**config.mk**
```make
export PLATFORM = sky130hd
export DESIGN_NAME = websocket_frame_deframer
export DESIGN_NICKNAME = d
export VERILOG_FILES = /design/src/wsd_pkg.sv /design/src/wsd_parser.sv /design/src/websocket_frame_deframer.sv
export SDC_FILE = /design/constraint.sdc
export NUM_CORES = 1
export LEC_CHECK = 0
export CAP_MARGIN = 40
export CORE_MARGIN = 4
export CORE_UTILIZATION = 40
export DETAILED_ROUTE_END_ITERATION = 12
export DONT_BUFFER_PORTS = 1
export GPL_TIMING_DRIVEN = 0
export PLACE_DENSITY = 0.6
export REMOVE_ABC_BUFFERS = 1
export SYNTH_ARGS = -nofsm -noshare
export SYNTH_HDL_FRONTEND = slang
export SYNTH_SLANG_ARGS = --single-unit
export TNS_END_PERCENT = 20
```
**constraint.sdc**
```tcl
create_clock -name clk -period 7.17 [get_ports clk]
set_clock_uncertainty 0.15 [all_clocks]
set_input_delay 0.3585 -clock clk [delete_from_list [all_inputs] [get_ports clk]]
set_output_delay 0.3585 -clock clk [all_outputs]
set_load 0.03 [all_outputs]
```
**src/wsd_pkg.sv**
```systemverilog
`timescale 1ns / 1ps
`default_nettype none
package wsd_pkg;

	localparam logic [6:0] LEN_CODE_16 = 7'd126;
	localparam logic [6:0] LEN_CODE_64 = 7'd127;
	localparam logic [2:0] EXT_BYTES_16 = 3'd1;
	localparam logic [2:0] EXT_BYTES_64 = 3'd7;

	typedef enum logic [1:0] {
		KIND_HEADER = 2'd0,
		KIND_DATA   = 2'd1,
		KIND_ERROR  = 2'd2
	} kind_t;

	typedef enum logic [5:0] {
		PH_HDR0 = 6'b000001,
		PH_HDR1 = 6'b000010,
		PH_EXT  = 6'b000100,
		PH_KEY  = 6'b001000,
		PH_DATA = 6'b010000,
		PH_DROP = 6'b100000
	} phase_t;

	typedef struct packed {
		kind_t       kind;
		logic        fin_flag;
		logic [2:0]  reserved_bits;
		logic [3:0]  frame_opcode;
		logic [63:0] payload_size;
		logic [7:0]  payload_byte;
		logic        last;
	} result_t;

endpackage
`default_nettype wire

```
**src/wsd_parser.sv**
```systemverilog
`timescale 1ns / 1ps
`default_nettype none
module wsd_parser
	import wsd_pkg::*;
(
	input  wire logic       clk,
	input  wire logic       arst_n,
	input  wire logic       step,
	input  wire logic [7:0] data_byte,
	input  wire logic       frame_start,
	output logic            res_valid,
	output result_t         res
);

	phase_t      phase_q, phase_d, cur_phase;
	logic [7:0]  flags_q, flags_d;
	logic [2:0]  ext_q, ext_d;
	logic [63:0] len_q, len_d;
	logic [31:0] key_q, key_d;
	logic [1:0]  keycnt_q, keycnt_d;
	logic [63:0] cnt_q, cnt_d;
	logic        masked_q, masked_d;
	logic [63:0] cnt_inc;
	logic [7:0]  key_sel;
	logic        len_done;
	logic        done_masked;
	logic [6:0]  code;

	assign cur_phase = frame_start ? PH_HDR0 : phase_q;
	assign code      = data_byte[6:0];
	assign cnt_inc   = cnt_q + 64'd1;

	always_comb begin
		unique case (cnt_q[1:0])
			2'd0:    key_sel = key_q[31:24];
			2'd1:    key_sel = key_q[23:16];
			2'd2:    key_sel = key_q[15:8];
			default: key_sel = key_q[7:0];
		endcase
	end

	always_comb begin
		phase_d     = cur_phase;
		flags_d     = flags_q;
		ext_d       = ext_q;
		len_d       = len_q;
		key_d       = key_q;
		keycnt_d    = keycnt_q;
		cnt_d       = cnt_q;
		masked_d    = masked_q;
		len_done    = 1'b0;
		done_masked = masked_q;
		res_valid   = 1'b0;
		res.kind    = KIND_HEADER;
		res.payload_byte = 8'd0;
		res.last    = 1'b0;
		unique case (cur_phase)
			PH_HDR0: begin
				flags_d = data_byte;
				len_d   = 64'd0;
				cnt_d   = 64'd0;
				ext_d   = 3'd0;
				phase_d = PH_HDR1;
			end
			PH_HDR1: begin
				masked_d    = data_byte[7];
				done_masked = data_byte[7];
				if (code == LEN_CODE_16) begin
					ext_d   = EXT_BYTES_16;
					len_d   = 64'd0;
					phase_d = PH_EXT;
				end else if (code == LEN_CODE_64) begin
					ext_d   = EXT_BYTES_64;
					len_d   = 64'd0;
					phase_d = PH_EXT;
				end else begin
					len_d    = {57'd0, code};
					len_done = 1'b1;
				end
			end
			PH_EXT: begin
				len_d = {len_q[55:0], data_byte};
				if (ext_q == 3'd0) begin
					len_done = 1'b1;
				end else begin
					ext_d = ext_q - 3'd1;
				end
			end
			PH_KEY: begin
				key_d = {key_q[23:0], data_byte};
				if (keycnt_q == 2'd3) begin
					keycnt_d  = 2'd0;
					cnt_d     = 64'd0;
					res_valid = 1'b1;
					res.kind  = KIND_HEADER;
					res.last  = (len_q == 64'd0);
					phase_d   = (len_q == 64'd0) ? PH_HDR0 : PH_DATA;
				end else begin
					keycnt_d = keycnt_q + 2'd1;
				end
			end
			PH_DATA: begin
				cnt_d            = cnt_inc;
				res_valid        = 1'b1;
				res.kind         = KIND_DATA;
				res.payload_byte = data_byte ^ key_sel;
				res.last         = (cnt_inc == len_q);
				if (cnt_inc == len_q) begin
					phase_d = PH_HDR0;
				end
			end
			PH_DROP: begin
				phase_d = PH_DROP;
			end
			default: begin
				phase_d = PH_HDR0;
			end
		endcase
		// length known: either raise the unmasked error or collect the key
		if (len_done) begin
			if (!done_masked) begin
				phase_d   = PH_DROP;
				res_valid = 1'b1;
				res.kind  = KIND_ERROR;
				res.last  = 1'b1;
			end else begin
				phase_d  = PH_KEY;
				keycnt_d = 2'd0;
				key_d    = 32'd0;
			end
		end
		res.fin_flag      = flags_d[7];
		res.reserved_bits = flags_d[6:4];
		res.frame_opcode  = flags_d[3:0];
		res.payload_size  = len_d;
	end

	always_ff @(posedge clk or negedge arst_n) begin
		if (!arst_n) begin
			phase_q  <= PH_HDR0;
			flags_q  <= 8'd0;
			ext_q    <= 3'd0;
			len_q    <= 64'd0;
			key_q    <= 32'd0;
			keycnt_q <= 2'd0;
			cnt_q    <= 64'd0;
			masked_q <= 1'b0;
		end else if (step) begin
			phase_q  <= phase_d;
			flags_q  <= flags_d;
			ext_q    <= ext_d;
			len_q    <= len_d;
			key_q    <= key_d;
			keycnt_q <= keycnt_d;
			cnt_q    <= cnt_d;
			masked_q <= masked_d;
		end
	end

endmodule
`default_nettype wire

```
**src/websocket_frame_deframer.sv**
```systemverilog
`timescale 1ns / 1ps
`default_nettype none
// Client-to-server WebSocket frame deframer and unmasker. Takes one frame byte
// per clock on the input channel (frame_start forces a new header) and gives
// at most one result per byte: a header result after the fourth mask key
// byte, one unmasked payload byte per payload byte with last on the final
// one, or an error result when the frame is not masked, after which bytes
// are dropped until the next frame_start. Each byte is parsed in the cycle it
// is transferred and its result appears in the output register on the next
// cycle; input ready stays high unless that register holds a result that
// out_ready does not take, so the sustained rate is one byte per clock.
module websocket_frame_deframer
	import wsd_pkg::*;
(
	input  wire logic        clk,
	input  wire logic        arst_n,
	input  wire logic        in_valid,
	output logic             in_ready,
	input  wire logic [7:0]  data_byte,
	input  wire logic        frame_start,
	output logic             out_valid,
	input  wire logic        out_ready,
	output logic [1:0]       kind,
	output logic             fin_flag,
	output logic [2:0]       reserved_bits,
	output logic [3:0]       frame_opcode,
	output logic [63:0]      payload_size,
	output logic [7:0]       payload_byte,
	output logic             last
);

	logic    step;
	logic    res_valid;
	result_t res;
	result_t res_q;
	logic    out_valid_q;

	assign in_ready = !out_valid_q || out_ready;
	assign step     = in_valid && in_ready;

	wsd_parser u_parser (
		.clk         (clk),
		.arst_n      (arst_n),
		.step        (step),
		.data_byte   (data_byte),
		.frame_start (frame_start),
		.res_valid   (res_valid),
		.res         (res)
	);

	always_ff @(posedge clk or negedge arst_n) begin
		if (!arst_n) begin
			out_valid_q <= 1'b0;
		end else if (step) begin
			out_valid_q <= res_valid;
		end else if (out_ready) begin
			out_valid_q <= 1'b0;
		end
	end

	// hold the result until transfer
	always_ff @(posedge clk) begin
		if (step && res_valid) begin
			res_q <= res;
		end
	end

	assign out_valid      = out_valid_q;
	assign kind           = res_q.kind;
	assign fin_flag       = res_q.fin_flag;
	assign reserved_bits  = res_q.reserved_bits;
	assign frame_opcode   = res_q.frame_opcode;
	assign payload_size   = res_q.payload_size;
	assign payload_byte   = res_q.payload_byte;
	assign last           = res_q.last;

`ifndef SYNTHESIS
	a_ready_when_empty: assert property (@(posedge clk) disable iff (!arst_n)
		!out_valid |-> in_ready)
		else $error("input stalled with empty result register");

	a_error_is_last: assert property (@(posedge clk) disable iff (!arst_n)
		out_valid && kind == KIND_ERROR |-> last)
		else $error("error result without last");

	a_byte_only_on_data: assert property (@(posedge clk) disable iff (!arst_n)
		out_valid && kind != KIND_DATA |-> payload_byte == 8'd0)
		else $error("payload byte set on non-data result");

	a_result_follows_step: assert property (@(posedge clk) disable iff (!arst_n)
		!$past(step) && $past(out_valid) && $past(out_ready) |-> !out_valid)
		else $error("result repeated after transfer");
`endif

endmodule
`default_nettype wire
```
Word-level counts from Yosys, hierarchy flattened
Cells that the tools add are included.

operators by class
  $add $sub $neg = 3
  equal/unequal tests = 15
  multiplexer cells = 45
  bitwise logic cells = 1
  reductions and logical operators = 12

operators with widths
  kind                                           count
  one-hot mux 64 bit (3 select lines)            2
  2-to-1 mux 64 bit                              2
  2-to-1 mux 32 bit                              3
  adder 64 x 1 -> 64 bit, second input constant  1
  == test 64 bit                                 1
  logical NOT 64 bit                             1
  2-to-1 mux 6 bit                               7
  one-hot mux 6 bit (6 select lines)             1
  one-hot mux 8 bit (3 select lines)             1
  == test 7 bit, second input constant           2
  2-to-1 mux 1 bit                               13
  2-to-1 mux 2 bit                               6
  2-to-1 mux 3 bit                               3
  one-hot mux 3 bit (3 select lines)             1
  2-to-1 mux 8 bit                               1
  XOR 8 bit                                      1
  2-to-1 mux 7 bit                               1
  == test 6 x 1 -> 1 bit, second input constant  1
  == test 6 x 2 -> 1 bit, second input constant  1
  == test 6 x 3 -> 1 bit, second input constant  1
  == test 6 x 4 -> 1 bit, second input constant  1
  == test 6 x 5 -> 1 bit, second input constant  1
  == test 6 bit, second input constant           1
  one-hot mux 1 bit (2 select lines)             3
  other kinds (17)                               20

storage, ports and cells
  register bits after elaboration = 264
  word-level logic and storage cells = 92

Depth between registers and ports, before layout
Gate-level depths: netlist of run 1.

  depth after elaboration = 6
  depth in mapped cells = 12

Hierarchy
Synthesis of run 1 repeated with hierarchy kept, for this count alone.

second synthesis, totals
  cell total of the unflattened synthesis = 1,330
  area, all modules = 14,056.0 µm²

by module, submodules not included
  module                    instances  cells an instance  area each (µm²)
  wsd_parser                1          1,241              11,494.8
  websocket_frame_deframer  1          89                 2,561.2

Worst setup path after synthesis of run 1
No wires, ideal clock.

  kind = register to register
  from = register u_parser.phase_q[4]
  to = register res_q, in the netlist fin_flag (enable)
  library setup time = 0.576 ns
  arrival = 6.198 ns
  setup slack = 0.246 ns
  stages on the path, launching flop included = 9
  buffers on the path = 1
  path through = dfrtp_1 nor2_1 nand2_1 or4_1 clkbuf_1 nor2_1 a21o_1 nand2_1 a31oi_1

between the ends
  word-level cells in the longest chain between the ends = 6
  elaborated cells between the ends (all ways) = 11

RTL lines
  what                                                                           line                            RTL
  from (decl)                                                                    wsd_parser.sv:15                phase_t phase_q, phase_d, cur_phase;
  from (signal assigned)                                                         wsd_parser.sv:149               phase_q <= phase_d;
  2-to-1 mux 6 bit (*)                                                           wsd_parser.sv:29                assign cur_phase = frame_start ? PH_HDR0 : phase_q;
  == test 6 x 5 -> 1 bit (tied with other cells)                                 wsd_parser.sv:57                unique case (cur_phase)
  one-hot mux 1 bit (2 select lines) / 2-to-1 mux 1 bit (equally long branches)  wsd_parser.sv:57
  2-to-1 mux 1 bit                                                               wsd_parser.sv:121               if (!done_masked) begin
  2-to-1 mux 1 bit (*)                                                           wsd_parser.sv:120               if (len_done) begin
  logical AND 1 bit (*)                                                          websocket_frame_deframer.sv:63  if (step && res_valid) begin
  to (signal assigned)                                                           websocket_frame_deframer.sv:64  res_q <= res;
  to (decl)                                                                      websocket_frame_deframer.sv:35  result_t res_q;

Every way passes the cells marked *; elsewhere a longest branch is shown, timed or not.
A chain may end at the register's enable or synchronous reset.

==> results of run 1 <==
==> metal layers <==
metal  share of wire [%]  vias to the layer above  global-route usage (%)  routed length (um)
met5                   0                        -                       0                   0
met4                 3.2                        0                    7.14                1450
met3                 7.2                       90                    3.96                3240
met2                  45                      537                    35.6               20200
met1                  44                     5609                    33.1               19800
li1                    -                     5184                       -                   -
==> through the flow <==
step	setup TNS, ns	total power [mW]	hold slack, ns	worst slack, ns	util (%)
finish	0	3.80	0.0620	1.94	45.8
global route	0	3.95	0.0713	1.69	45.8
CTS	0	3.83	0.0441	1.96	45.8
detailed placement	0	2.36	-0.0665	1.98	42.7
global placement	-304.28	2.31	-0.0668	-3.64	41.4
floorplan	-35.91	2.14	-0.0871	-0.430	-
==> power by group <==
part           leakage (nW)  total [mW]  internal, mW  switching, mW
logic                  2.31       0.559         0.176          0.383
clock network         0.439        1.43         0.818          0.617
registers              3.28        1.81          1.67          0.141
total                  6.03        3.80          2.66           1.14
==> sequential cells by signal, indices dropped and copies added, names as in the netlist, 3 cells and up <==
| name | flops |
|---|---|
| u_parser.flags_q | 8 |
| u_parser.ext_q | 3 |
| payload_size | 64 |
| u_parser.cnt_q | 64 |
| frame_opcode | 4 |
| payload_byte | 8 |
| u_parser.len_q | 64 |
| u_parser.phase_q | 6 |
| reserved_bits | 3 |
| u_parser.key_q | 32 |
==> Yosys cell counts, drive strengths merged, types with 2 or more instances <==
master,instances
nand2,260
dfrtp,180
a22o,117
o21ai,99
clkbuf,93
edfxtp,83
xnor2,74
a21oi,64
nor2,62
nand4,41
nor4,39
nand3,37
xor2,31
nor3,27
o31ai,24
inv,22
buf,15
or3,14
and3,13
a31oi,12
and4,9
mux2,9
or4,9
a222oi,8
and2,8
ha,7
nand2b,7
nand4b,7
a21o,6
o41ai,6
a211oi,5
o22ai,5
a31o,4
or2,4
a21boi,3
nor2b,3
a2111o,2
a2111oi,2
mux2i,2
==> cell type report <==
class	instances	area share [%]
Tap cell	448	3.62
Inverter	22	0.533
Clock buffer	39	5.18
Sequential cell	264	45.3
Multi-Input combinational cell	1040	41.5
Timing Repair Buffer	31	3.27
Clock inverter	13	0.646
==> critical path, stage by stage, from the launching register on <==
cell      delay [ns]
dfrtp_1         0.49
ha_1            0.75
nand3_1         0.46
nor4_2          0.58
buf_4           0.25
nand4_1         0.20
or3_1           0.47
xnor2_1         0.16
a2111o_1        0.41
nor4_1          0.70
and4_1          0.35
or3_1           0.14
==> worst paths after layout <==
path / slack [ns] / from / end
setup / recovery: 1.94 / u_parser.cnt_q[0]$_DFFE_PN0P_ / last$_DFFE_PP_
hold / removal: 0.06 / data_byte[7] / u_parser.phase_q[5]$_DFFE_PN0P_
setup reg to reg: 1.94 / u_parser.cnt_q[0]$_DFFE_PN0P_ / last$_DFFE_PP_
hold reg to reg: 0.32 / u_parser.flags_q[3]$_DFFE_PN0P_ / u_parser.flags_q[3]$_DFFE_PN0P_
max in group asynchronous: 5.73 / arst_n / u_parser.len_q[44]$_DFFE_PN0P_
min in group asynchronous: 0.36 / arst_n / u_parser.cnt_q[29]$_DFFE_PN0P_
==> logic make-up after synthesis <==
| family | share of synthesized area [%] |
|---|---|
| AO/OA/AOI/OAI | 18.4 |
| XOR/XNOR | 6.63 |
| adder cells (fa/ha/maj) | 0.631 |
| buffers and inverters | 3.62 |
| flip-flops | 50.6 |
| multiplexers | 0.875 |
| AND/OR/NAND/NOR | 19.2 |
==> run_results.csv, run 1 <==
group,metric,value,unit
status,outcome,"completed",
timing,rsz0062_at_grt,"false",
cells_and_area,drive_gt1_share,7.31,%
clock_network,cts.clk_slew.worst_paths,0.07,ns
min_path,hold_depth,3,
critical_path,end_kind,"flip-flop",
logic_synthesis,ys.flop_type,"dfrtp_1",
clock_network,htreeDepth,1,
floorplanning,die_w,194,um
cells_and_area,filler_cell_count,3187,
logic_synthesis,synth_edf_count,83,
cells_and_area,final_cell_area,15500,um2
global_routing,antenna_found_initial,0,
global_routing,grt_pass1_wl,68500,um
clock_network,cts_buffer_depth,3,
floorplanning,initial_core_util,41.0,%
placed_design,port_buffers,0,
routing,via_per_inst,6.15,
clock_network,root_buffer,"clkbuf_16",
clock_network,post_cts_resize_count,0,
global_routing,grt_max_degree,182,
pwr,vdd_drop_max,0.180,mV
floorplanning,row_count,67,
floorplanning,pin_count,98,
cells_and_area,antenna_cells,0,
logic_synthesis,synth_seq_cells,264,
logic_synthesis,yosysSeqAreaShare,50.6,%
pwr,power.density,245,nW/um2
critical_path,startpoint_type,"flip-flop",
logic_synthesis,synth_cells,1434,
cells_and_area,area_growth,11.7,%
cells_and_area,final_common_cell,"nand2_1",
logic_synthesis,yosysUniqueCellTypes,70,
run,cap_violations,0,
global_routing,grt-ovfl-total,0,
placed_design,place_area,14500,um2
placed_design,placed_cells,1793,
placed_design,place_hpwl,30700,um
global_routing,gr-usage-all-layers,23.0,%
clock_network,cts.sinks,264,
logic_synthesis,yosys-top-cells-area,"dfrtp_1, edfxtp_1, a22o_1",
clock_network,insertion_delay,0.56,ns
timing,worst-slew-pin-transition,1.01,ns
routing,drc_errors,0,
routing,routedWlPerCell,24.1,um
cells_and_area,seqCellArea,7020,um2
timing,max_freq,191,MHz
timing,hold_violations,0,
clock_network,cts_post_setup_buffers_inserted,0,
floorplanning,core_area,33900,um2
routing,num_vias,11400,
timing,final_max_slew_viol_count,0,
logic_synthesis,synth_top_area_cell,"dfrtp_1",
cells_and_area,nets,1407,
cells_and_area,final_cell_mix,"nand2_1, dfrtp_1, a22o_1",
routing,postRouteAntennaNets,0,
timing,period_needed,5.23,ns
global_routing,grt_pass1_vias,10900,
logic_synthesis,yosys_warnings,0,
clock_network,hold_buffers,12,
clock_network,cts_buffers,28,
floorplanning,chipHeight,194,um
timing,relSlewSlack,32.1,%
critical_path,crit_type,"reg -> reg",
logic_synthesis,async_flop_share,68.6,%
critical_path,crit_fanout,22,
critical_path,worstPathRequired,7.44,ns
routing,drt_wl_total,44700,um
logic_synthesis,yosysTopAreaCellShare,32.5,%
floorplanning,die-area,37700,um2
placed_design,place.gp.congestion,0.925,
timing,fin_crit_sh,73.0,%
logic_synthesis,synthesis.area,13900,um2
cells_and_area,final_cells,1857,
critical_path,reg2reg_depth,11,
min_path,hold_class,"in -> reg",
timing,setup_violations,0,
pwr,p_leak,6.03,nW
routing,drt_first_pass_iters,6,
cells_and_area,multi_input_area,6430,um2
clock_network,cts_tree,"built",
logic_synthesis,avgSynthCellArea,9.68,um2
routing,initialDrtViolationCount,1183,
critical_path,critPathArrivalTime,5.51,ns
(Power assumes the default switching activity.)
==> inputs of run 2 (changes only) <==
- PLACE_DENSITY: 0.6 -> 0.58
- clock period: 7.17 -> 4.9 ns (I/O delays scaled with it)
==> run 2 against run 1 <==
  * Combinational power is 44% higher
  * Count of clock-buffer cells in the layout fell by 7
  * Non-clock buffer count decreased by 1
  * Critical path depth did not move
  * Clock power increased by 61%
  * Critical path type unchanged
  * Largest power group unchanged
  * Highest routed layer is now met5
==> run_results.csv, run 2 (same netlist as run 1, synthesis figures left out) <==
group,metric,value,unit
status,outcome,"completed",
routing,postRouteAntennaNets,0,
critical_path,cp_slowest_stage_delay,0.54,ns
timing,final_max_slew_viol_count,0,
critical_path,startpoint_type,"flip-flop",
floorplanning,core_area,33900,um2
clock_network,root_buffer,"clkbuf_16",
floorplanning,pin_count,98,
run,cap_violations,0,
cells_and_area,nets,1407,
pwr,vdd_drop_max,0.281,mV
critical_path,crit_path_frequent_cell,"or3_1",
floorplanning,row_count,67,
routing,num_vias,11400,
critical_path,crit_buf_inv,1,
timing,hold_slack,0.0200,ns
critical_path,cp_cell_sequence,"ha_4 -> nand3_1 -> nor4_2 -> buf_4 -> nand4_1 -> or3_1 -> xnor2_1 -> a2111o_1 -> nor4_1 -> and4_1 -> or3_1",
cells_and_area,filler_cell_count,3174,
pwr,power.density,370,nW/um2
cells_and_area,final_cell_mix,"nand2_1, dfrtp_1, a22o_1",
global_routing,grt_max_degree,182,
clock_network,cts_buffer_depth,3,
critical_path,end_kind,"flip-flop",
global_routing,antenna_found_initial,1,
placed_design,port_buffers,0,
routing,drc_errors,0,
cells_and_area,seqCellArea,7020,um2
min_path,hold_class,"in -> reg",
timing,setup_violations,0,
pwr,p_leak,6.04,nW
critical_path,path_delay_family,"simple AND/OR/NAND/NOR gates",
global_routing,grt-ovfl-total,0,
timing,fin_setup_tns,0,ns
clock_network,htreeDepth,1,
global_routing,gr-usage-all-layers,22.8,%
cells_and_area,area_growth,12.1,%
placed_design,place_hpwl,30100,um
global_routing,grt_pass1_vias,10700,
routing,initialDrtViolationCount,1353,
clock_network,cts.sinks,264,
timing,relSlewSlack,28.8,%
clock_network,cts_post_setup_buffers_inserted,0,
routing,drt_wl_total,44600,um
timing,fin_crit_sh,93.7,%
floorplanning,initial_core_util,41.0,%
critical_path,crit_type,"reg -> reg",
critical_path,r2r_slack,0.31,ns
critical_path,crit_slowest_cell,"dfrtp_1",
floorplanning,die-area,37700,um2
pwr,p_total,5.76,mW
critical_path,crit_fanout,22,
critical_path,worstPathRequired,5.18,ns
timing,worst-slew-pin-transition,1.07,ns
timing,period_needed,4.59,ns
routing,routedWlPerCell,24.0,um
critical_path,critPathArrivalTime,4.87,ns
clock_network,cts_tree,"built",
clock_network,insertion_delay,0.56,ns
cells_and_area,final_common_cell,"nand2_1",
critical_path,critical_path_cell_count,11,
clock_network,cts.clk_slew.worst_paths,0.07,ns
cells_and_area,multi_input_area,6450,um2
critical_path,reg2reg_depth,11,
timing,hold_violations,0,
timing,rsz0062_at_grt,"false",
cells_and_area,drive_gt1_share,7.59,%
global_routing,grt_pass1_wl,68500,um
placed_design,place.gp.congestion,0.961,
min_path,hold_depth,2,
cells_and_area,antenna_cells,0,
timing,max_freq,218,MHz
routing,via_per_inst,6.16,
floorplanning,chipHeight,194,um
floorplanning,die_w,194,um
routing,drt_first_pass_iters,6,
clock_network,cts_buffers,29,
-- run 2: worst register-to-register path, stage by stage, from the launching register on --
cell and delay [ns]:
dfrtp_1 0.54, ha_4 0.36, nand3_1 0.31, nor4_2 0.47
buf_4 0.25, nand4_1 0.28, or3_1 0.51, xnor2_1 0.17
a2111o_1 0.42, nor4_1 0.53, and4_1 0.35, or3_1 0.14
-- run 2: power breakdown --
part | total [mW] | internal (mW) | leakage, nW | switching, mW
clock network | 2.30 | 1.37 | 0.480 | 0.938
registers | 2.65 | 2.44 | 3.28 | 0.205
logic | 0.807 | 0.252 | 2.29 | 0.555
total | 5.76 | 4.06 | 6.04 | 1.70
-- run 2: area by class of cell --
cell class | count | area share [%]
Clock inverter | 22 | 1.64
Timing Repair Buffer | 30 | 2.85
Clock buffer | 32 | 4.80
Tap cell | 448 | 3.60
Inverter | 22 | 0.531
Sequential cell | 264 | 45.1
Multi-Input combinational cell | 1040 | 41.4
-- run 2: metrics by stage --
step / std cells / util [%] / instance area, um2 / setup WS [ns]
2_1_floorplan: 1326 / - / 13500 / -2.69
3_3_place_gp: 1774 / 41.4 / 14000 / -6.01
3_5_place_dp: 1791 / 42.5 / 14400 / -0.151
4_1_cts: 1857 / 45.9 / 15500 / 0.181
5_1_grt: 1858 / 45.9 / 15600 / 0.154
6_report: 1858 / 45.9 / 15600 / 0.310
-- run 2: layer usage --
layer	vias up	wire length [um]	GRT usage (%)
met5	-	20	0
met4	2	1320	5.76
met3	90	2720	3.32
met2	450	20400	35.3
met1	5730	20100	33.8
li1	5176	-	-
-- run 2: path summary, 6_finish.rpt --
path,from,end
worst max-delay path,u_parser.cnt_q[0]$_DFFE_PN0P_,last$_DFFE_PP_
worst min-delay path,out_ready,out_valid$_DFFE_PN0P_
worst max register to register,u_parser.cnt_q[0]$_DFFE_PN0P_,last$_DFFE_PP_
worst min register to register,u_parser.flags_q[4]$_DFFE_PN0P_,u_parser.flags_q[4]$_DFFE_PN0P_
max in group asynchronous,arst_n,u_parser.len_q[4]$_DFFE_PN0P_
min in group asynchronous,arst_n,u_parser.cnt_q[51]$_DFFE_PN0P_
-- run 2: what timing repair did --
| item | in CTS | in global routing |
|---|---|---|
| gates resized for setup | 1 | 1 |
| setup endpoints to repair | 3 | 3 |
| hold buffers | 12 | 0 |
| hold endpoints to repair | 236 | 0 |
==> inputs of run 3 (changes only) <==
- CTS_CLUSTER_SIZE: not set -> 10
- HOLD_SLACK_MARGIN: not set -> 0.12
==> run 3 against run 2 <==
  * Sequential cell count stayed put
  * Highest routed layer unchanged
  * Sequential share of layout area is 0.14 points higher
  * Count of clock-buffer cells in the layout is 24 higher
  * Die area stayed put
==> run_results.csv, run 3 (same netlist as run 1, synthesis figures left out) <==
group,metric,value,unit
critical_path,crit_buf_inv,1,
pwr,vdd_drop_max,0.263,mV
timing,rsz0062_at_grt,"false",
global_routing,grt_max_degree,182,
critical_path,crit_type,"reg -> reg",
clock_network,cts_post_setup_buffers_inserted,0,
clock_network,cts.clk_slew.worst_paths,0.06,ns
timing,max_freq,215,MHz
timing,setup_violations,0,
floorplanning,die_w,194,um
cells_and_area,area_growth,11.8,%
placed_design,place_hpwl,30100,um
timing,hold_violations,0,
routing,drc_errors,0,
routing,postRouteAntennaNets,0,
routing,drt_wl_total,44800,um
run,cap_violations,0,
timing,fin_crit_sh,94.8,%
status,outcome,"completed",
clock_network,cts_tree,"built",
timing,final_max_slew_viol_count,0,
floorplanning,core_area,33900,um2
global_routing,antenna_found_initial,2,
clock_network,htreeDepth,1,
critical_path,cp_slowest_stage_delay,0.56,ns
clock_network,cts.sinks,264,
clock_network,insertion_delay,0.56,ns
cells_and_area,seqCellArea,7020,um2
floorplanning,die-area,37700,um2
global_routing,gr-usage-all-layers,22.8,%
timing,fin_setup_tns,0,ns
cells_and_area,final_util,45.8,%
critical_path,startpoint_type,"flip-flop",
global_routing,grt-ovfl-total,0,
critical_path,end_kind,"flip-flop",
pwr,power.density,362,nW/um2
floorplanning,row_count,67,
pwr,pwr-share-comb,14.5,%
cells_and_area,final_common_cell,"nand2_1",
critical_path,crit_slowest_cell,"nor4_1",
placed_design,place.gp.congestion,0.961,
cells_and_area,nets,1412,
pwr,internal_power,3.96,mW
cells_and_area,final_cell_mix,"nand2_1, dfrtp_1, a22o_1",
cells_and_area,antenna_cells,0,
min_path,hold_class,"in -> async",
routing,via_per_inst,6.19,
critical_path,critPathArrivalTime,4.91,ns
floorplanning,initial_core_util,41.0,%
routing,num_vias,11500,
pwr,p_leak,6.02,nW
timing,worst-slew-pin-transition,1.09,ns
global_routing,grt_pass1_vias,10700,
pwr,p_seq_share,47.1,%
routing,drt_first_pass_iters,6,
clock_network,root_buffer,"clkbuf_16",
global_routing,grt_pass1_wl,68600,um
clock_network,cts_buffer_depth,3,
critical_path,worstPathRequired,5.17,ns
critical_path,path_delay_family,"simple AND/OR/NAND/NOR gates",
timing,relSlewSlack,27.0,%
pwr,p_sw,1.66,mW
timing,period_needed,4.64,ns
critical_path,crit_fanout,22,
placed_design,port_buffers,0,
pwr,pwr-share-clk,38.3,%
critical_path,cp_cell_sequence,"ha_4 -> nand3_1 -> nor4_2 -> buf_4 -> nand4_1 -> or3_1 -> xnor2_1 -> a2111o_1 -> nor4_1 -> and4_1 -> or3_1",
clock_network,cts_buffers,31,
routing,routedWlPerCell,24.0,um
cells_and_area,multi_input_area,6450,um2
critical_path,crit_path_frequent_cell,"or3_1",
routing,initialDrtViolationCount,1246,
floorplanning,chipHeight,194,um
cells_and_area,filler_cell_count,3172,
pwr,swShare,29.5,%
cells_and_area,drive_gt1_share,6.78,%
floorplanning,pin_count,98,
[run 3: timing repair]
| item | 4_1_cts | 5_1_grt |
|---|---|---|
| gates resized for setup | 1 | 1 |
| hold endpoints to repair | 247 | 0 |
| setup endpoints to repair | 3 | 3 |
| hold buffers | 14 | 0 |
[run 3: area by class of cell]
type                    instances  area share, %
flip-flops and latches        264           45.3
inverters                      22          0.532
clock buffers                  56           5.99
repair buffers                 33           3.02
well taps                     448           3.61
multi-input cells            1040           41.6
[run 3: metrics by stage]
step / hold WS (ns) / instance area, um2 / power [mW] / setup slack [ns] / instances
after detailed placement: -0.180 / 14400 / 3.44 / -0.151 / 1791
after floorplan: -0.201 / 13500 / 3.13 / -2.69 / 1326
after global placement: -0.179 / 14000 / 3.38 / -6.01 / 1774
final: 0.185 / 15500 / 5.62 / 0.255 / 1863
after global routing: 0.345 / 15500 / 5.85 / 0.122 / 1863
after CTS: 0.327 / 15500 / 5.66 / 0.180 / 1861
[run 3: per-layer routing]
metal / wire length (um) / global-route usage [%]
met4: 1110 / 5.26
met3: 3150 / 3.98
met1: 20000 / 33.7
met5: 31 / 0
met2: 20500 / 35.3
[run 3: path summary, 6_finish.rpt]
kind                                                 start                               to  slack [ns]  cells after the start
setup / recovery             u_parser.cnt_q[0]$_DFFE_PN0P_                   last$_DFFE_PP_        0.26                     11
hold / removal                                      arst_n   u_parser.cnt_q[23]$_DFFE_PN0P_        0.18                      2
setup reg to reg             u_parser.cnt_q[0]$_DFFE_PN0P_                   last$_DFFE_PP_        0.26                     11
hold reg to reg            u_parser.flags_q[4]$_DFFE_PN0P_  u_parser.flags_q[4]$_DFFE_PN0P_        0.32                      2
max in group asynchronous                           arst_n   u_parser.len_q[36]$_DFFE_PN0P_        3.51                      2
min in group clk           u_parser.flags_q[4]$_DFFE_PN0P_  u_parser.flags_q[4]$_DFFE_PN0P_        0.32                      2
[run 3: power groups by stage]
stage	combinational, mW	sequential [mW]	clock, mW
CTS	0.816	2.65	2.20
floorplan	0.477	2.66	0
global route	0.904	2.66	2.28
detailed placement	0.759	2.69	0
finish	0.815	2.65	2.15
global placement	0.678	2.70	0
[run 3: worst reg2reg max path, delay by kind of cell (launching register included)]
| family | cells | cell delay [ns] |
|---|---|---|
| AND/OR/NAND/NOR | 7 | 2.64 |
| flip-flops | 1 | 0.53 |
| AO/OA/AOI/OAI | 1 | 0.42 |
| adder cells (fa/ha/maj) | 1 | 0.36 |
| buffers and inverters | 1 | 0.25 |
| XOR/XNOR | 1 | 0.17 |
